<file path="src/rtl/fcd_pkg.sv">
`default_nettype none

package fcd_pkg;

  localparam int LEG_COUNT_DEF = 4;
  localparam int LEG_NUM_W = 2;
  localparam int CFG_IDX_W = 3;
  localparam int CFG_DATA_W = 16;

  localparam logic [CFG_IDX_W-1:0] CFG_TORQUE_ON   = 3'd0;
  localparam logic [CFG_IDX_W-1:0] CFG_TORQUE_OFF  = 3'd1;
  localparam logic [CFG_IDX_W-1:0] CFG_MAX_SPEED   = 3'd2;
  localparam logic [CFG_IDX_W-1:0] CFG_ON_FRAMES   = 3'd3;
  localparam logic [CFG_IDX_W-1:0] CFG_OFF_FRAMES  = 3'd4;
  localparam logic [CFG_IDX_W-1:0] CFG_HEIGHT_BAND = 3'd5;

  localparam logic [14:0] TORQUE_ON_RST   = 15'd2048;
  localparam logic [14:0] TORQUE_OFF_RST  = 15'd1024;
  localparam logic [15:0] MAX_SPEED_RST   = 16'd500;
  localparam logic [7:0]  ON_FRAMES_RST   = 8'd2;
  localparam logic [7:0]  OFF_FRAMES_RST  = 8'd3;
  localparam logic [13:0] HEIGHT_BAND_RST = 14'd20;

  // Torque differences are scaled by 100; the least span, MIN_SPAN, is 256 in those scaled units.
  localparam logic [6:0]  TQ_SCALE  = 7'd100;
  localparam logic [21:0] MIN_SPAN  = 22'd256;
  // Rounding offset of 2.5 in units of 1/256 after the 4*tq + hq sum.
  localparam logic [9:0]  ROUND_OFS = 10'd640;
  // Division by 5 as a multiply by 52429 / 2^18.
  localparam logic [15:0] RECIP_5   = 16'd52429;
  localparam logic [3:0]  STEP_LAST = 4'd15;
  localparam logic [7:0]  CNT_MAX   = 8'd255;

  typedef enum logic [1:0] {
    PH_AIR    = 2'd0,
    PH_TOUCH  = 2'd1,
    PH_STANCE = 2'd2
  } phase_t;

  typedef enum logic [2:0] {
    ST_IDLE,
    ST_SQR,
    ST_ROOT,
    ST_PHASE,
    ST_DIV,
    ST_CONF,
    ST_FIN
  } state_t;

endpackage

`default_nettype wire

</file>
<file path="src/rtl/fcd_in_if.sv">
`default_nettype none

interface fcd_in_if;
  logic                                valid;
  logic                                ready;
  logic [fcd_pkg::LEG_NUM_W-1:0]       leg_number;
  logic signed [15:0]                  torque_hip;
  logic signed [15:0]                  torque_thigh;
  logic signed [15:0]                  torque_calf;
  logic [15:0]                         foot_speed;
  logic signed [15:0]                  foot_height;
  logic signed [15:0]                  lowest_height;

  modport source (
    output valid, leg_number, torque_hip, torque_thigh, torque_calf,
           foot_speed, foot_height, lowest_height,
    input  ready
  );
  modport sink (
    input  valid, leg_number, torque_hip, torque_thigh, torque_calf,
           foot_speed, foot_height, lowest_height,
    output ready
  );
endinterface

`default_nettype wire

</file>
<file path="src/rtl/fcd_out_if.sv">
`default_nettype none

interface fcd_out_if;
  logic                          valid;
  logic                          ready;
  logic [fcd_pkg::LEG_NUM_W-1:0] leg_echo;
  logic                          foot_down;
  logic [1:0]                    contact_phase;
  logic [7:0]                    contact_score;

  modport source (
    output valid, leg_echo, foot_down, contact_phase, contact_score,
    input  ready
  );
  modport sink (
    input  valid, leg_echo, foot_down, contact_phase, contact_score,
    output ready
  );
endinterface

`default_nettype wire

</file>
<file path="src/rtl/fcd_cfg_if.sv">
`default_nettype none

interface fcd_cfg_if;
  logic                           valid;
  logic                           ready;
  logic [fcd_pkg::CFG_IDX_W-1:0]  index;
  logic [fcd_pkg::CFG_DATA_W-1:0] data;

  modport source (output valid, index, data, input ready);
  modport sink (input valid, index, data, output ready);
endinterface

`default_nettype wire

</file>
<file path="src/rtl/foot_contact_detector.sv">
`default_nettype none

// Channel  Direction  Carries
// in_ch    sink       leg number, three joint torques, foot speed, two heights
// out_ch   source     leg echo, contact flag, phase, confidence
// cfg_ch   sink       register index and write data, always ready
//
// An item runs through the 16-step serial squarer, the 16-step square root and
// the phase update, then, when the leg ends in stance, the 16-step divider and
// the confidence step; a leg number at or above LEG_COUNT skips them all.
// Reset is synchronous and active low; it clears the phase machines and the
// frame counters and loads the configuration registers with their defaults.
// A result waits in the output register while the next item is accepted; only
// the last step of a following item stalls behind an untaken result.

module foot_contact_detector #(
  parameter int LEG_COUNT = fcd_pkg::LEG_COUNT_DEF
) (
  input  logic       clk,
  input  logic       rst_n,
  fcd_in_if.sink     in_ch,
  fcd_out_if.source  out_ch,
  fcd_cfg_if.sink    cfg_ch
);

  localparam logic [3:0] LEG_LIMIT = 4'(LEG_COUNT);

  fcd_pkg::state_t state_r, state_nxt;

  logic [14:0] on_r, off_r;
  logic [15:0] spd_r;
  logic [7:0]  onf_r, offf_r;
  logic [13:0] band_r;

  fcd_pkg::phase_t leg_phase_r [LEG_COUNT];
  logic [7:0]      td_cnt_r    [LEG_COUNT];
  logic [7:0]      lo_cnt_r    [LEG_COUNT];

  logic [fcd_pkg::LEG_NUM_W-1:0] leg_r;
  logic [15:0] speed_r, e_r;
  logic [31:0] mc_r [3];
  logic [15:0] mp_r [3];
  logic [31:0] acc_r, acc_nxt;
  logic [3:0]  cnt_r;
  logic [17:0] rem_r, rem_nxt;
  logic [15:0] root_r, root_nxt;
  logic [21:0] span_r, tq_rem_r, tq_rem_nxt;
  logic [16:0] tq_r;
  logic [15:0] h_r, h_rem_r, h_rem_nxt;
  logic [16:0] hq_r;
  fcd_pkg::phase_t res_phase_r;
  logic [7:0]  res_conf_r, conf_nxt;

  logic        out_valid_r;
  logic [fcd_pkg::LEG_NUM_W-1:0] out_leg_r;
  logic        out_contact_r;
  fcd_pkg::phase_t out_phase_r;
  logic [7:0]  out_conf_r;

  logic in_ready, in_take, res_take, leg_ok, cnt_last;

  logic [15:0] abs_v [3];
  logic signed [16:0] hdiff;
  logic [15:0] e_in;

  fcd_pkg::phase_t cur_phase, ph_nxt;
  logic [7:0] cur_td, cur_lo, td_nxt, lo_nxt;
  logic td_ev, lo_ev;

  logic [14:0] on_diff;
  logic [21:0] span_raw, span_init, d_clamp, tq_rem_init;
  logic [22:0] d_raw, tq_sh;
  logic        tq0, tq_fit;
  logic [15:0] h_init, h_num, h_rem_init;
  logic        hq0, hq_fit;
  logic [16:0] hq_sh;
  logic [19:0] rem_sh, trial;
  logic [18:0] conf_sum;
  logic [26:0] conf_prod;

  assign leg_ok   = 4'(in_ch.leg_number) < LEG_LIMIT;
  assign in_take  = in_ch.valid && in_ready;
  assign cnt_last = cnt_r == fcd_pkg::STEP_LAST;

  always_comb begin
    state_nxt = state_r;
    case (state_r)
      fcd_pkg::ST_IDLE: begin
        if (in_take) begin
          state_nxt = leg_ok ? fcd_pkg::ST_SQR : fcd_pkg::ST_FIN;
        end
      end
      fcd_pkg::ST_SQR: begin
        if (cnt_last) begin
          state_nxt = fcd_pkg::ST_ROOT;
        end
      end
      fcd_pkg::ST_ROOT: begin
        if (cnt_last) begin
          state_nxt = fcd_pkg::ST_PHASE;
        end
      end
      fcd_pkg::ST_PHASE: begin
        state_nxt = (ph_nxt == fcd_pkg::PH_STANCE) ? fcd_pkg::ST_DIV : fcd_pkg::ST_FIN;
      end
      fcd_pkg::ST_DIV: begin
        if (cnt_last) begin
          state_nxt = fcd_pkg::ST_CONF;
        end
      end
      fcd_pkg::ST_CONF: begin
        state_nxt = fcd_pkg::ST_FIN;
      end
      fcd_pkg::ST_FIN: begin
        if (res_take) begin
          state_nxt = fcd_pkg::ST_IDLE;
        end
      end
      default: begin
        state_nxt = fcd_pkg::ST_IDLE;
      end
    endcase
  end

  always_comb begin
    in_ready = 1'b0;
    res_take = 1'b0;
    case (state_r)
      fcd_pkg::ST_IDLE: begin
        in_ready = 1'b1;
      end
      fcd_pkg::ST_FIN: begin
        res_take = !out_valid_r || out_ch.ready;
      end
      default: begin
        in_ready = 1'b0;
      end
    endcase
  end

  assign in_ch.ready  = in_ready;
  assign cfg_ch.ready = 1'b1;

  assign abs_v[0] = in_ch.torque_hip[15]   ? 16'(~in_ch.torque_hip + 16'sd1)
                                           : 16'(in_ch.torque_hip);
  assign abs_v[1] = in_ch.torque_thigh[15] ? 16'(~in_ch.torque_thigh + 16'sd1)
                                           : 16'(in_ch.torque_thigh);
  assign abs_v[2] = in_ch.torque_calf[15]  ? 16'(~in_ch.torque_calf + 16'sd1)
                                           : 16'(in_ch.torque_calf);
  assign hdiff = {in_ch.foot_height[15], in_ch.foot_height}
               - {in_ch.lowest_height[15], in_ch.lowest_height};
  assign e_in  = (!hdiff[16] && hdiff != 17'sd0) ? hdiff[15:0] : 16'd0;

  // One partial product of each square per cycle.
  assign acc_nxt = acc_r + (mp_r[0][0] ? mc_r[0] : 32'd0)
                         + (mp_r[1][0] ? mc_r[1] : 32'd0)
                         + (mp_r[2][0] ? mc_r[2] : 32'd0);

  // One root bit per cycle from two radicand bits.
  assign rem_sh   = {rem_r, acc_r[31:30]};
  assign trial    = {2'b00, root_r, 2'b01};
  assign rem_nxt  = (rem_sh >= trial) ? 18'(rem_sh - trial) : rem_sh[17:0];
  assign root_nxt = {root_r[14:0], rem_sh >= trial};

  always_comb begin
    cur_phase = fcd_pkg::PH_AIR;
    cur_td    = 8'd0;
    cur_lo    = 8'd0;
    for (int i = 0; i < LEG_COUNT; i++) begin
      if (4'(leg_r) == 4'(i)) begin
        cur_phase = leg_phase_r[i];
        cur_td    = td_cnt_r[i];
        cur_lo    = lo_cnt_r[i];
      end
    end
  end

  assign td_ev = {1'b0, on_r} <= root_r && speed_r <= spd_r;
  assign lo_ev = root_r < {1'b0, off_r};

  always_comb begin
    ph_nxt = cur_phase;
    td_nxt = cur_td;
    lo_nxt = cur_lo;
    case (cur_phase)
      fcd_pkg::PH_TOUCH: begin
        if (td_ev) begin
          td_nxt = (cur_td == fcd_pkg::CNT_MAX) ? cur_td : cur_td + 8'd1;
          if (td_nxt >= onf_r) begin
            ph_nxt = fcd_pkg::PH_STANCE;
          end
        end else begin
          ph_nxt = fcd_pkg::PH_AIR;
          td_nxt = 8'd0;
        end
      end
      fcd_pkg::PH_STANCE: begin
        td_nxt = 8'd0;
        if (lo_ev) begin
          lo_nxt = (cur_lo == fcd_pkg::CNT_MAX) ? cur_lo : cur_lo + 8'd1;
          if (lo_nxt >= offf_r) begin
            ph_nxt = fcd_pkg::PH_AIR;
            lo_nxt = 8'd0;
          end
        end else begin
          lo_nxt = 8'd0;
        end
      end
      default: begin
        ph_nxt = fcd_pkg::PH_AIR;
        lo_nxt = 8'd0;
        if (td_ev) begin
          ph_nxt = fcd_pkg::PH_TOUCH;
          td_nxt = 8'd1;
        end
      end
    endcase
    if (ph_nxt == fcd_pkg::PH_TOUCH && onf_r <= 8'd1) begin
      ph_nxt = fcd_pkg::PH_STANCE;
    end
  end

  assign on_diff     = on_r - off_r;
  assign span_raw    = 22'(on_diff) * 22'(fcd_pkg::TQ_SCALE);
  assign span_init   = (on_r > off_r && span_raw >= fcd_pkg::MIN_SPAN) ? span_raw
                                                                       : fcd_pkg::MIN_SPAN;
  assign d_raw       = (root_r > {1'b0, off_r})
                     ? 23'(root_r - {1'b0, off_r}) * 23'(fcd_pkg::TQ_SCALE) : 23'd0;
  assign d_clamp     = (d_raw > {1'b0, span_init}) ? span_init : d_raw[21:0];
  assign tq0         = d_clamp >= span_init;
  assign tq_rem_init = tq0 ? d_clamp - span_init : d_clamp;

  assign h_init      = (band_r == 14'd0) ? 16'd1 : {band_r, 2'b00};
  assign h_num       = (e_r >= h_init) ? 16'd0 : h_init - e_r;
  assign hq0         = h_num >= h_init;
  assign h_rem_init  = hq0 ? h_num - h_init : h_num;

  assign tq_sh      = {tq_rem_r, 1'b0};
  assign tq_fit     = tq_sh >= {1'b0, span_r};
  assign tq_rem_nxt = tq_fit ? 22'(tq_sh - {1'b0, span_r}) : tq_sh[21:0];
  assign hq_sh      = {h_rem_r, 1'b0};
  assign hq_fit     = hq_sh >= {1'b0, h_r};
  assign h_rem_nxt  = hq_fit ? 16'(hq_sh - {1'b0, h_r}) : hq_sh[15:0];

  assign conf_sum  = 19'({tq_r, 2'b00}) + 19'(hq_r) + 19'(fcd_pkg::ROUND_OFS);
  assign conf_prod = 27'(conf_sum[18:8]) * 27'(fcd_pkg::RECIP_5);
  assign conf_nxt  = conf_prod[26] ? 8'hFF : conf_prod[25:18];

  always_ff @(posedge clk) begin
    if (!rst_n) begin
      state_r     <= fcd_pkg::ST_IDLE;
      out_valid_r <= 1'b0;
      on_r        <= fcd_pkg::TORQUE_ON_RST;
      off_r       <= fcd_pkg::TORQUE_OFF_RST;
      spd_r       <= fcd_pkg::MAX_SPEED_RST;
      onf_r       <= fcd_pkg::ON_FRAMES_RST;
      offf_r      <= fcd_pkg::OFF_FRAMES_RST;
      band_r      <= fcd_pkg::HEIGHT_BAND_RST;
      for (int i = 0; i < LEG_COUNT; i++) begin
        leg_phase_r[i] <= fcd_pkg::PH_AIR;
        td_cnt_r[i]    <= 8'd0;
        lo_cnt_r[i]    <= 8'd0;
      end
    end else begin
      state_r <= state_nxt;
      if (res_take) begin
        out_valid_r <= 1'b1;
      end else if (out_ch.ready) begin
        out_valid_r <= 1'b0;
      end
      if (cfg_ch.valid) begin
        case (cfg_ch.index)
          fcd_pkg::CFG_TORQUE_ON:   on_r   <= cfg_ch.data[14:0];
          fcd_pkg::CFG_TORQUE_OFF:  off_r  <= cfg_ch.data[14:0];
          fcd_pkg::CFG_MAX_SPEED:   spd_r  <= cfg_ch.data;
          fcd_pkg::CFG_ON_FRAMES:   onf_r  <= cfg_ch.data[7:0];
          fcd_pkg::CFG_OFF_FRAMES:  offf_r <= cfg_ch.data[7:0];
          fcd_pkg::CFG_HEIGHT_BAND: band_r <= cfg_ch.data[13:0];
          default: begin
          end
        endcase
      end
      if (state_r == fcd_pkg::ST_PHASE) begin
        for (int i = 0; i < LEG_COUNT; i++) begin
          if (4'(leg_r) == 4'(i)) begin
            leg_phase_r[i] <= ph_nxt;
            td_cnt_r[i]    <= td_nxt;
            lo_cnt_r[i]    <= lo_nxt;
          end
        end
      end
    end
  end

  always_ff @(posedge clk) begin
    case (state_r)
      fcd_pkg::ST_IDLE: begin
        leg_r       <= in_ch.leg_number;
        speed_r     <= in_ch.foot_speed;
        e_r         <= e_in;
        acc_r       <= 32'd0;
        cnt_r       <= 4'd0;
        rem_r       <= 18'd0;
        root_r      <= 16'd0;
        res_phase_r <= fcd_pkg::PH_AIR;
        res_conf_r  <= 8'd0;
        for (int k = 0; k < 3; k++) begin
          mc_r[k] <= 32'(abs_v[k]);
          mp_r[k] <= abs_v[k];
        end
      end
      fcd_pkg::ST_SQR: begin
        acc_r <= acc_nxt;
        cnt_r <= cnt_r + 4'd1;
        for (int k = 0; k < 3; k++) begin
          mc_r[k] <= {mc_r[k][30:0], 1'b0};
          mp_r[k] <= {1'b0, mp_r[k][15:1]};
        end
      end
      fcd_pkg::ST_ROOT: begin
        acc_r  <= {acc_r[29:0], 2'b00};
        rem_r  <= rem_nxt;
        root_r <= root_nxt;
        cnt_r  <= cnt_r + 4'd1;
      end
      fcd_pkg::ST_PHASE: begin
        res_phase_r <= ph_nxt;
        span_r      <= span_init;
        tq_rem_r    <= tq_rem_init;
        tq_r        <= {16'd0, tq0};
        h_r         <= h_init;
        h_rem_r     <= h_rem_init;
        hq_r        <= {16'd0, hq0};
      end
      fcd_pkg::ST_DIV: begin
        tq_rem_r <= tq_rem_nxt;
        tq_r     <= {tq_r[15:0], tq_fit};
        h_rem_r  <= h_rem_nxt;
        hq_r     <= {hq_r[15:0], hq_fit};
        cnt_r    <= cnt_r + 4'd1;
      end
      fcd_pkg::ST_CONF: begin
        res_conf_r <= conf_nxt;
      end
      default: begin
      end
    endcase
    if (res_take) begin
      out_leg_r     <= leg_r;
      out_contact_r <= res_phase_r == fcd_pkg::PH_STANCE;
      out_phase_r   <= res_phase_r;
      out_conf_r    <= res_conf_r;
    end
  end

  assign out_ch.valid         = out_valid_r;
  assign out_ch.leg_echo      = out_leg_r;
  assign out_ch.foot_down     = out_contact_r;
  assign out_ch.contact_phase = out_phase_r;
  assign out_ch.contact_score = out_conf_r;

  a_conf_zero_off_stance: assert property (@(posedge clk) disable iff (!rst_n)
    out_valid_r && !out_contact_r |-> out_conf_r == 8'd0)
    else $error("confidence nonzero outside stance");

  a_contact_matches_phase: assert property (@(posedge clk) disable iff (!rst_n)
    out_valid_r |-> out_contact_r == (out_phase_r == fcd_pkg::PH_STANCE))
    else $error("contact flag disagrees with phase");

  a_div_rem_bound: assert property (@(posedge clk) disable iff (!rst_n)
    state_r == fcd_pkg::ST_DIV |-> tq_rem_r < span_r && h_rem_r < h_r)
    else $error("divider remainder out of range");

  a_bad_leg_quiet: assert property (@(posedge clk) disable iff (!rst_n)
    res_take && !(4'(leg_r) < LEG_LIMIT) |=> out_phase_r == fcd_pkg::PH_AIR
      && out_conf_r == 8'd0)
    else $error("out-of-range leg produced a contact result");

endmodule

`default_nettype wire

</file>
<file path="src/flat_wrapper.sv">
// flat-port wrapper written by rule: the top's interface ports become plain ports
module foot_contact_detector_flat 
#(
  parameter int LEG_COUNT = fcd_pkg::LEG_COUNT_DEF
)
  (clk, rst_n, in_ch_valid, in_ch_leg_number, in_ch_torque_hip, in_ch_torque_thigh, in_ch_torque_calf, in_ch_foot_speed, in_ch_foot_height, in_ch_lowest_height, in_ch_ready, out_ch_valid, out_ch_leg_echo, out_ch_foot_down, out_ch_contact_phase, out_ch_contact_score, out_ch_ready, cfg_ch_valid, cfg_ch_index, cfg_ch_data, cfg_ch_ready);
  fcd_in_if in_ch_i ();
  fcd_out_if out_ch_i ();
  fcd_cfg_if cfg_ch_i ();
  input  logic clk;
  input  logic rst_n;
  input wire logic [$bits(in_ch_i.valid)-1:0] in_ch_valid;
  input wire logic [$bits(in_ch_i.leg_number)-1:0] in_ch_leg_number;
  input wire logic [$bits(in_ch_i.torque_hip)-1:0] in_ch_torque_hip;
  input wire logic [$bits(in_ch_i.torque_thigh)-1:0] in_ch_torque_thigh;
  input wire logic [$bits(in_ch_i.torque_calf)-1:0] in_ch_torque_calf;
  input wire logic [$bits(in_ch_i.foot_speed)-1:0] in_ch_foot_speed;
  input wire logic [$bits(in_ch_i.foot_height)-1:0] in_ch_foot_height;
  input wire logic [$bits(in_ch_i.lowest_height)-1:0] in_ch_lowest_height;
  output wire logic [$bits(in_ch_i.ready)-1:0] in_ch_ready;
  output wire logic [$bits(out_ch_i.valid)-1:0] out_ch_valid;
  output wire logic [$bits(out_ch_i.leg_echo)-1:0] out_ch_leg_echo;
  output wire logic [$bits(out_ch_i.foot_down)-1:0] out_ch_foot_down;
  output wire logic [$bits(out_ch_i.contact_phase)-1:0] out_ch_contact_phase;
  output wire logic [$bits(out_ch_i.contact_score)-1:0] out_ch_contact_score;
  input wire logic [$bits(out_ch_i.ready)-1:0] out_ch_ready;
  input wire logic [$bits(cfg_ch_i.valid)-1:0] cfg_ch_valid;
  input wire logic [$bits(cfg_ch_i.index)-1:0] cfg_ch_index;
  input wire logic [$bits(cfg_ch_i.data)-1:0] cfg_ch_data;
  output wire logic [$bits(cfg_ch_i.ready)-1:0] cfg_ch_ready;
  assign in_ch_i.valid = in_ch_valid;
  assign in_ch_i.leg_number = in_ch_leg_number;
  assign in_ch_i.torque_hip = in_ch_torque_hip;
  assign in_ch_i.torque_thigh = in_ch_torque_thigh;
  assign in_ch_i.torque_calf = in_ch_torque_calf;
  assign in_ch_i.foot_speed = in_ch_foot_speed;
  assign in_ch_i.foot_height = in_ch_foot_height;
  assign in_ch_i.lowest_height = in_ch_lowest_height;
  assign in_ch_ready = in_ch_i.ready;
  assign out_ch_valid = out_ch_i.valid;
  assign out_ch_leg_echo = out_ch_i.leg_echo;
  assign out_ch_foot_down = out_ch_i.foot_down;
  assign out_ch_contact_phase = out_ch_i.contact_phase;
  assign out_ch_contact_score = out_ch_i.contact_score;
  assign out_ch_i.ready = out_ch_ready;
  assign cfg_ch_i.valid = cfg_ch_valid;
  assign cfg_ch_i.index = cfg_ch_index;
  assign cfg_ch_i.data = cfg_ch_data;
  assign cfg_ch_ready = cfg_ch_i.ready;
  foot_contact_detector #(.LEG_COUNT(LEG_COUNT)) u_core (.clk(clk), .rst_n(rst_n), .in_ch(in_ch_i), .out_ch(out_ch_i), .cfg_ch(cfg_ch_i));
endmodule
</file>
<file path="config.mk">
export PLATFORM = sky130hd
export DESIGN_NAME = foot_contact_detector_flat
export DESIGN_NICKNAME = d
export VERILOG_FILES = /design/src/rtl/fcd_pkg.sv /design/src/rtl/fcd_in_if.sv /design/src/rtl/fcd_out_if.sv /design/src/rtl/fcd_cfg_if.sv /design/src/rtl/foot_contact_detector.sv /design/src/flat_wrapper.sv
export SDC_FILE = /design/constraint.sdc
export NUM_CORES = 2
export LEC_CHECK = 0
export BUFFER_PORTS_ARGS = -buffer_cell sky130_fd_sc_hd__buf_2
export CORE_MARGIN = 10
export CORE_UTILIZATION = 26
export CTS_CLUSTER_DIAMETER = 50
export DETAILED_ROUTE_END_ITERATION = 8
export MAX_ROUTING_LAYER = met4
export SLEW_MARGIN = 0
export SYNTH_ARGS = -nofsm -noshare
export SYNTH_HDL_FRONTEND = slang
export SYNTH_SLANG_ARGS = --single-unit
</file>
<file path="constraint.sdc">
create_clock -name clk -period 10.1 [get_ports clk]
set_clock_uncertainty 0.2 [all_clocks]
set_input_delay 1.01 -clock clk [delete_from_list [all_inputs] [get_ports clk]]
set_output_delay 1.01 -clock clk [all_outputs]
set_load 0.01 [all_outputs]
</file>
==> qor.log <==
qor: cts.hold_buffers 0
qor: detailed_routing.drt-wirelength-per-cell 16.0 um
qor: cells_and_area.finish.utilization 31.3%
qor: setup_path.timing_worst_setup_path_type flop to flop
qor: setup_path.critPathArrivalTime 10.13 ns
qor: detailed_routing.drt_first_iter_violations 1453
qor: sta.worst_slew_pin_slew 1.16 ns
qor: cells_and_area.fill_cells 16200
qor: place.gp_congestion 0.880
qor: synth.postSynthCellCount 4280
qor: job.max_cap_violations 0
qor: detailed_routing.routed_wirelength 107 mm
qor: synth.netlist-cell-type-count 87
qor: cells_and_area.finalNetCount 5270
qor: sta.final_max_slew_viol_count 0
qor: detailed_routing.detail-route-antenna-nets 0
qor: synth.post-synth-top-area-fraction 32.9%
qor: synth.postSynth.asyncResetShare 0%
qor: setup_path.path_max_fanout 6
qor: cells_and_area.post_layout_nonfiller_instances 6687
qor: setup_path.critical_path_s_largest_stage_delay 0.43 ns
qor: sta.max_freq 101 MHz
qor: cts.clk_pin_slew 0.06 ns
qor: synth.synthAdderAreaFrac 20.2%
qor: cts.ctsLongestPathBuffers 3
qor: cts.clk_latency 0.68 ns
qor: synth.synth_top_family_by_area adder cells
qor: grt.pin_count_of_the_biggest_net_entering_global_routing 198
qor: die.die-area 0.174 mm2
qor: sta.hold_ws 0.225 ns
qor: sta.min_clock_period_post_route 9.92 ns
qor: min_path.min_delay_worst_endpoint u_core.out_ch.contact_score[6]
qor: grt.overflow 0
qor: setup_path.cp_common_cell sky130_fd_sc_hd__a21o_1
qor: cells_and_area.area_growth_syn_to_layout 19.5%
qor: setup_path.cp-end-kind flop
qor: die.height_of_the_chip 417 um
qor: place.placedCellCount 6479
qor: synth.synthXorXnorAreaFrac 4.79%
qor: detailed_routing.post_drt_via_cell_ratio 4.68
qor: sta.final.period_utilization 98.3%
qor: sta.setup_repair_after_global_routing_missed_its_margin yes
qor: detailed_routing.vias 31300
qor: grt.initial_antenna_violation_count 11
qor: cts.cts_inserted_buffers 79
qor: pwr.power_per_cell_area 351 mW/mm2
qor: place.post_dp_cell_area 0.0449 mm2
qor: cells_and_area.drive_gt1_share 14.3%
qor: setup_path.required 10.31 ns
qor: grt.grt_first_pass_wirelength 171 mm
qor: synth.synth_seq_cells 528
qor: synth.post-synth-top-count-cell sky130_fd_sc_hd__inv_1
qor: setup_path.reg2reg_from u_core.on_r[0]
qor: grt.gr-usage-all-layers 12.3%
qor: min_path.holdCritStartpoint u_core.res_conf_r[6]
qor: synth.synth_largest_area_cell sky130_fd_sc_hd__edfxtp_1
qor: die.starting_density 26.2%
qor: pwr.peakVddDrop 549 uV
qor: place.port-buffer-count 136
qor: setup_path.timing.critical_path.slowest_stage_cell sky130_fd_sc_hd__or4_1
qor: setup_path.r2r_setup_slack 0.18 ns
qor: cells_and_area.fin_area 0.0489 mm2
qor: cts.cts_tree built
qor: cells_and_area.area_taken_by_flip_flops_and_latches 0.0151 mm2
qor: synth.yosysSeqAreaShare 36.8%
qor: synth.yosysWarnings 0
qor: min_path.hold_path_class flop to flop
qor: synth.synth_area_leaders sky130_fd_sc_hd__edfxtp_1 33%, sky130_fd_sc_hd__ha_1 14%, sky130_fd_sc_hd__fa_1 6.4%
qor: detailed_routing.drt_first_pass_iters 5
qor: sta.setup_viol_count_final 0
qor: detailed_routing.post-route-drc-count 0
qor: die.core 0.156 mm2
qor: cts.htreeDepth 3
qor: synth.synth_top_flop_cell sky130_fd_sc_hd__edfxtp_1
qor: synth.avgSynthCellArea 9.57 um2
qor: place.detailedPlacementHpwl 81.1 mm
qor: setup_path.r2r.worst_path.cells 48
qor: synth.postSynthNetCount 4986
qor: die.num_io_pins 138
qor: setup_path.setup.worst_path.start_class flop
qor: synth.synth_enable_flop_cells 448
qor: sta.timing_hold_violations_final 0
qor: sta.tns 0 ns
qor: synth.most_instantiated_cells_after_synthesis 487 x sky130_fd_sc_hd__inv_1, 464 x sky130_fd_sc_hd__nand2_1, 454 x sky130_fd_sc_hd__ha_1
qor: pwr.cellLeakagePower 21.2 nW
qor: synth.yosys-mux-area-fraction 1.94%
qor: sta.max-slew-margin-rel 22.5%
qor: min_path.min_path_cells 0
qor: cells_and_area.multi_input_area 0.0243 mm2
qor: grt.first_global_vias 31900
qor: outcome.status finished, final reports clean
qor: setup_path.worstReg2RegEnd u_core.tq_rem_r[21]
qor: synth.syn_area 0.0409 mm2
qor: die.core.rowCount 145
qor: cts.clock-sinks 528
qor: die.floorplan.die.width 417 um
qor: cts.root_buffer sky130_fd_sc_hd__clkbuf_16
qor: synth.post_synth_and_or_nand_nor_area_fraction 14.6%
qor: synth.synth_compound_area_share 15.8%
## per-stage QoR
| stage | setup WS, ns | total power [mW] |
|---|---|---|
| after global routing | -0.222 | 18.4 |
| after CTS | 0.00226 | 15.8 |
| after floorplan | 0.00617 | 9.01 |
| after detailed placement | -0.403 | 12.1 |
| after global placement | -0.204 | 12.0 |
| final | 0.176 | 17.2 |
## metal layers
layer	global-route usage (%)	vias to the layer above	part of all wire, %
met4	4.17	0	3.1
met2	21.2	519	50
met1	14.7	14900	44
li1	-	15700	-
met5	-	-	0
met3	1.60	191	3.7
## what timing repair did
item	in CTS	in global routing
resized for setup	57	108
pin swaps	47	83
setup endpoints to repair	20	21
buffers inserted	41	24
endpoints found under the hold margin	0	0
gates cloned	1	1
## logic make-up (layout without fill, tap and decap cells)
family	after synthesis	count (layout)
buf+inv	634	978
xor+xnor	224	224
fa+ha+maj	584	584
flops	528	528
mux	56	56
other cells	1	5
compound gates	981	981
simple gates	1272	1273
## power by group
part           internal, mW  switching [mW]
registers              2.78          0.0854
logic                  5.78            5.72
clock network          1.70            1.13
total                  10.3            6.93
## worst max path at each step
stage	from	end	slack [ns]	cells after the start
after floorplan	u_core.on_r[0]	u_core.tq_rem_r[9]	0.006	51
after global placement	u_core.on_r[0]	u_core.tq_rem_r[9]	-0.20	48
after detailed placement	u_core.on_r[0]	u_core.tq_rem_r[9]	-0.40	48
after CTS	u_core.on_r[0]	u_core.tq_rem_r[16]	0.002	53
after global routing	u_core.on_r[0]	u_core.tq_rem_r[21]	-0.22	49
final	u_core.on_r[0]	u_core.tq_rem_r[21]	0.18	48
## cells in the final DEF, fill, tap and decap left out, drive strengths merged, types with 16 or more instances in the layout
cell type	count
nor4	24
nand4	38
dfxtp	80
a211oi	30
nor2	317
nor3	58
clkinv	24
o211ai	34
xnor2	109
a21o	95
ha	454
xor2	115
clkbuf	91
a21oi	232
o31ai	23
and3	83
buf	349
o21ai	196
edfxtp	448
nand2	464
nand3	59
o21a	116
nand2b	49
nor2b	50
fa	130
mux2i	30
mux4	18
o21bai	25
or2	16
and2	55
a21boi	76
a31oi	19
inv	503
## final cells by class
class | instances | share of cell area, %
Tap cell | 2058 | 5.26
Inverter | 487 | 3.74
Timing Repair Buffer | 349 | 4.93
Clock inverter | 51 | 1.27
Antenna cell | 4 | 0.0205
Clock buffer | 91 | 4.33
Sequential cell | 528 | 30.8
Multi-Input combinational cell | 3119 | 49.7
## state kept, by name (all words and copies together) (netlist names), 17 cells and up
signal,cells
u_core.lo_cnt_r,32
u_core.rem_r,18
u_core.span_r,20
u_core.tq_r,17
u_core.tq_rem_r,20
u_core.mp_r,48
u_core.acc_r,32
u_core.mc_r,96
u_core.td_cnt_r,32
u_core.hq_r,17
## critical path, delay by kind of cell (launching register included)
| family | cells | cell delay [ns] |
|---|---|---|
| AO/OA/AOI/OAI | 25 | 4.80 |
| adder cells (fa/ha/maj) | 8 | 1.81 |
| AND/OR/NAND/NOR | 6 | 1.35 |
| buffers and inverters | 7 | 0.85 |
| flip-flops | 1 | 0.32 |
| XOR/XNOR | 2 | 0.30 |
(Power assumes the default switching activity.)
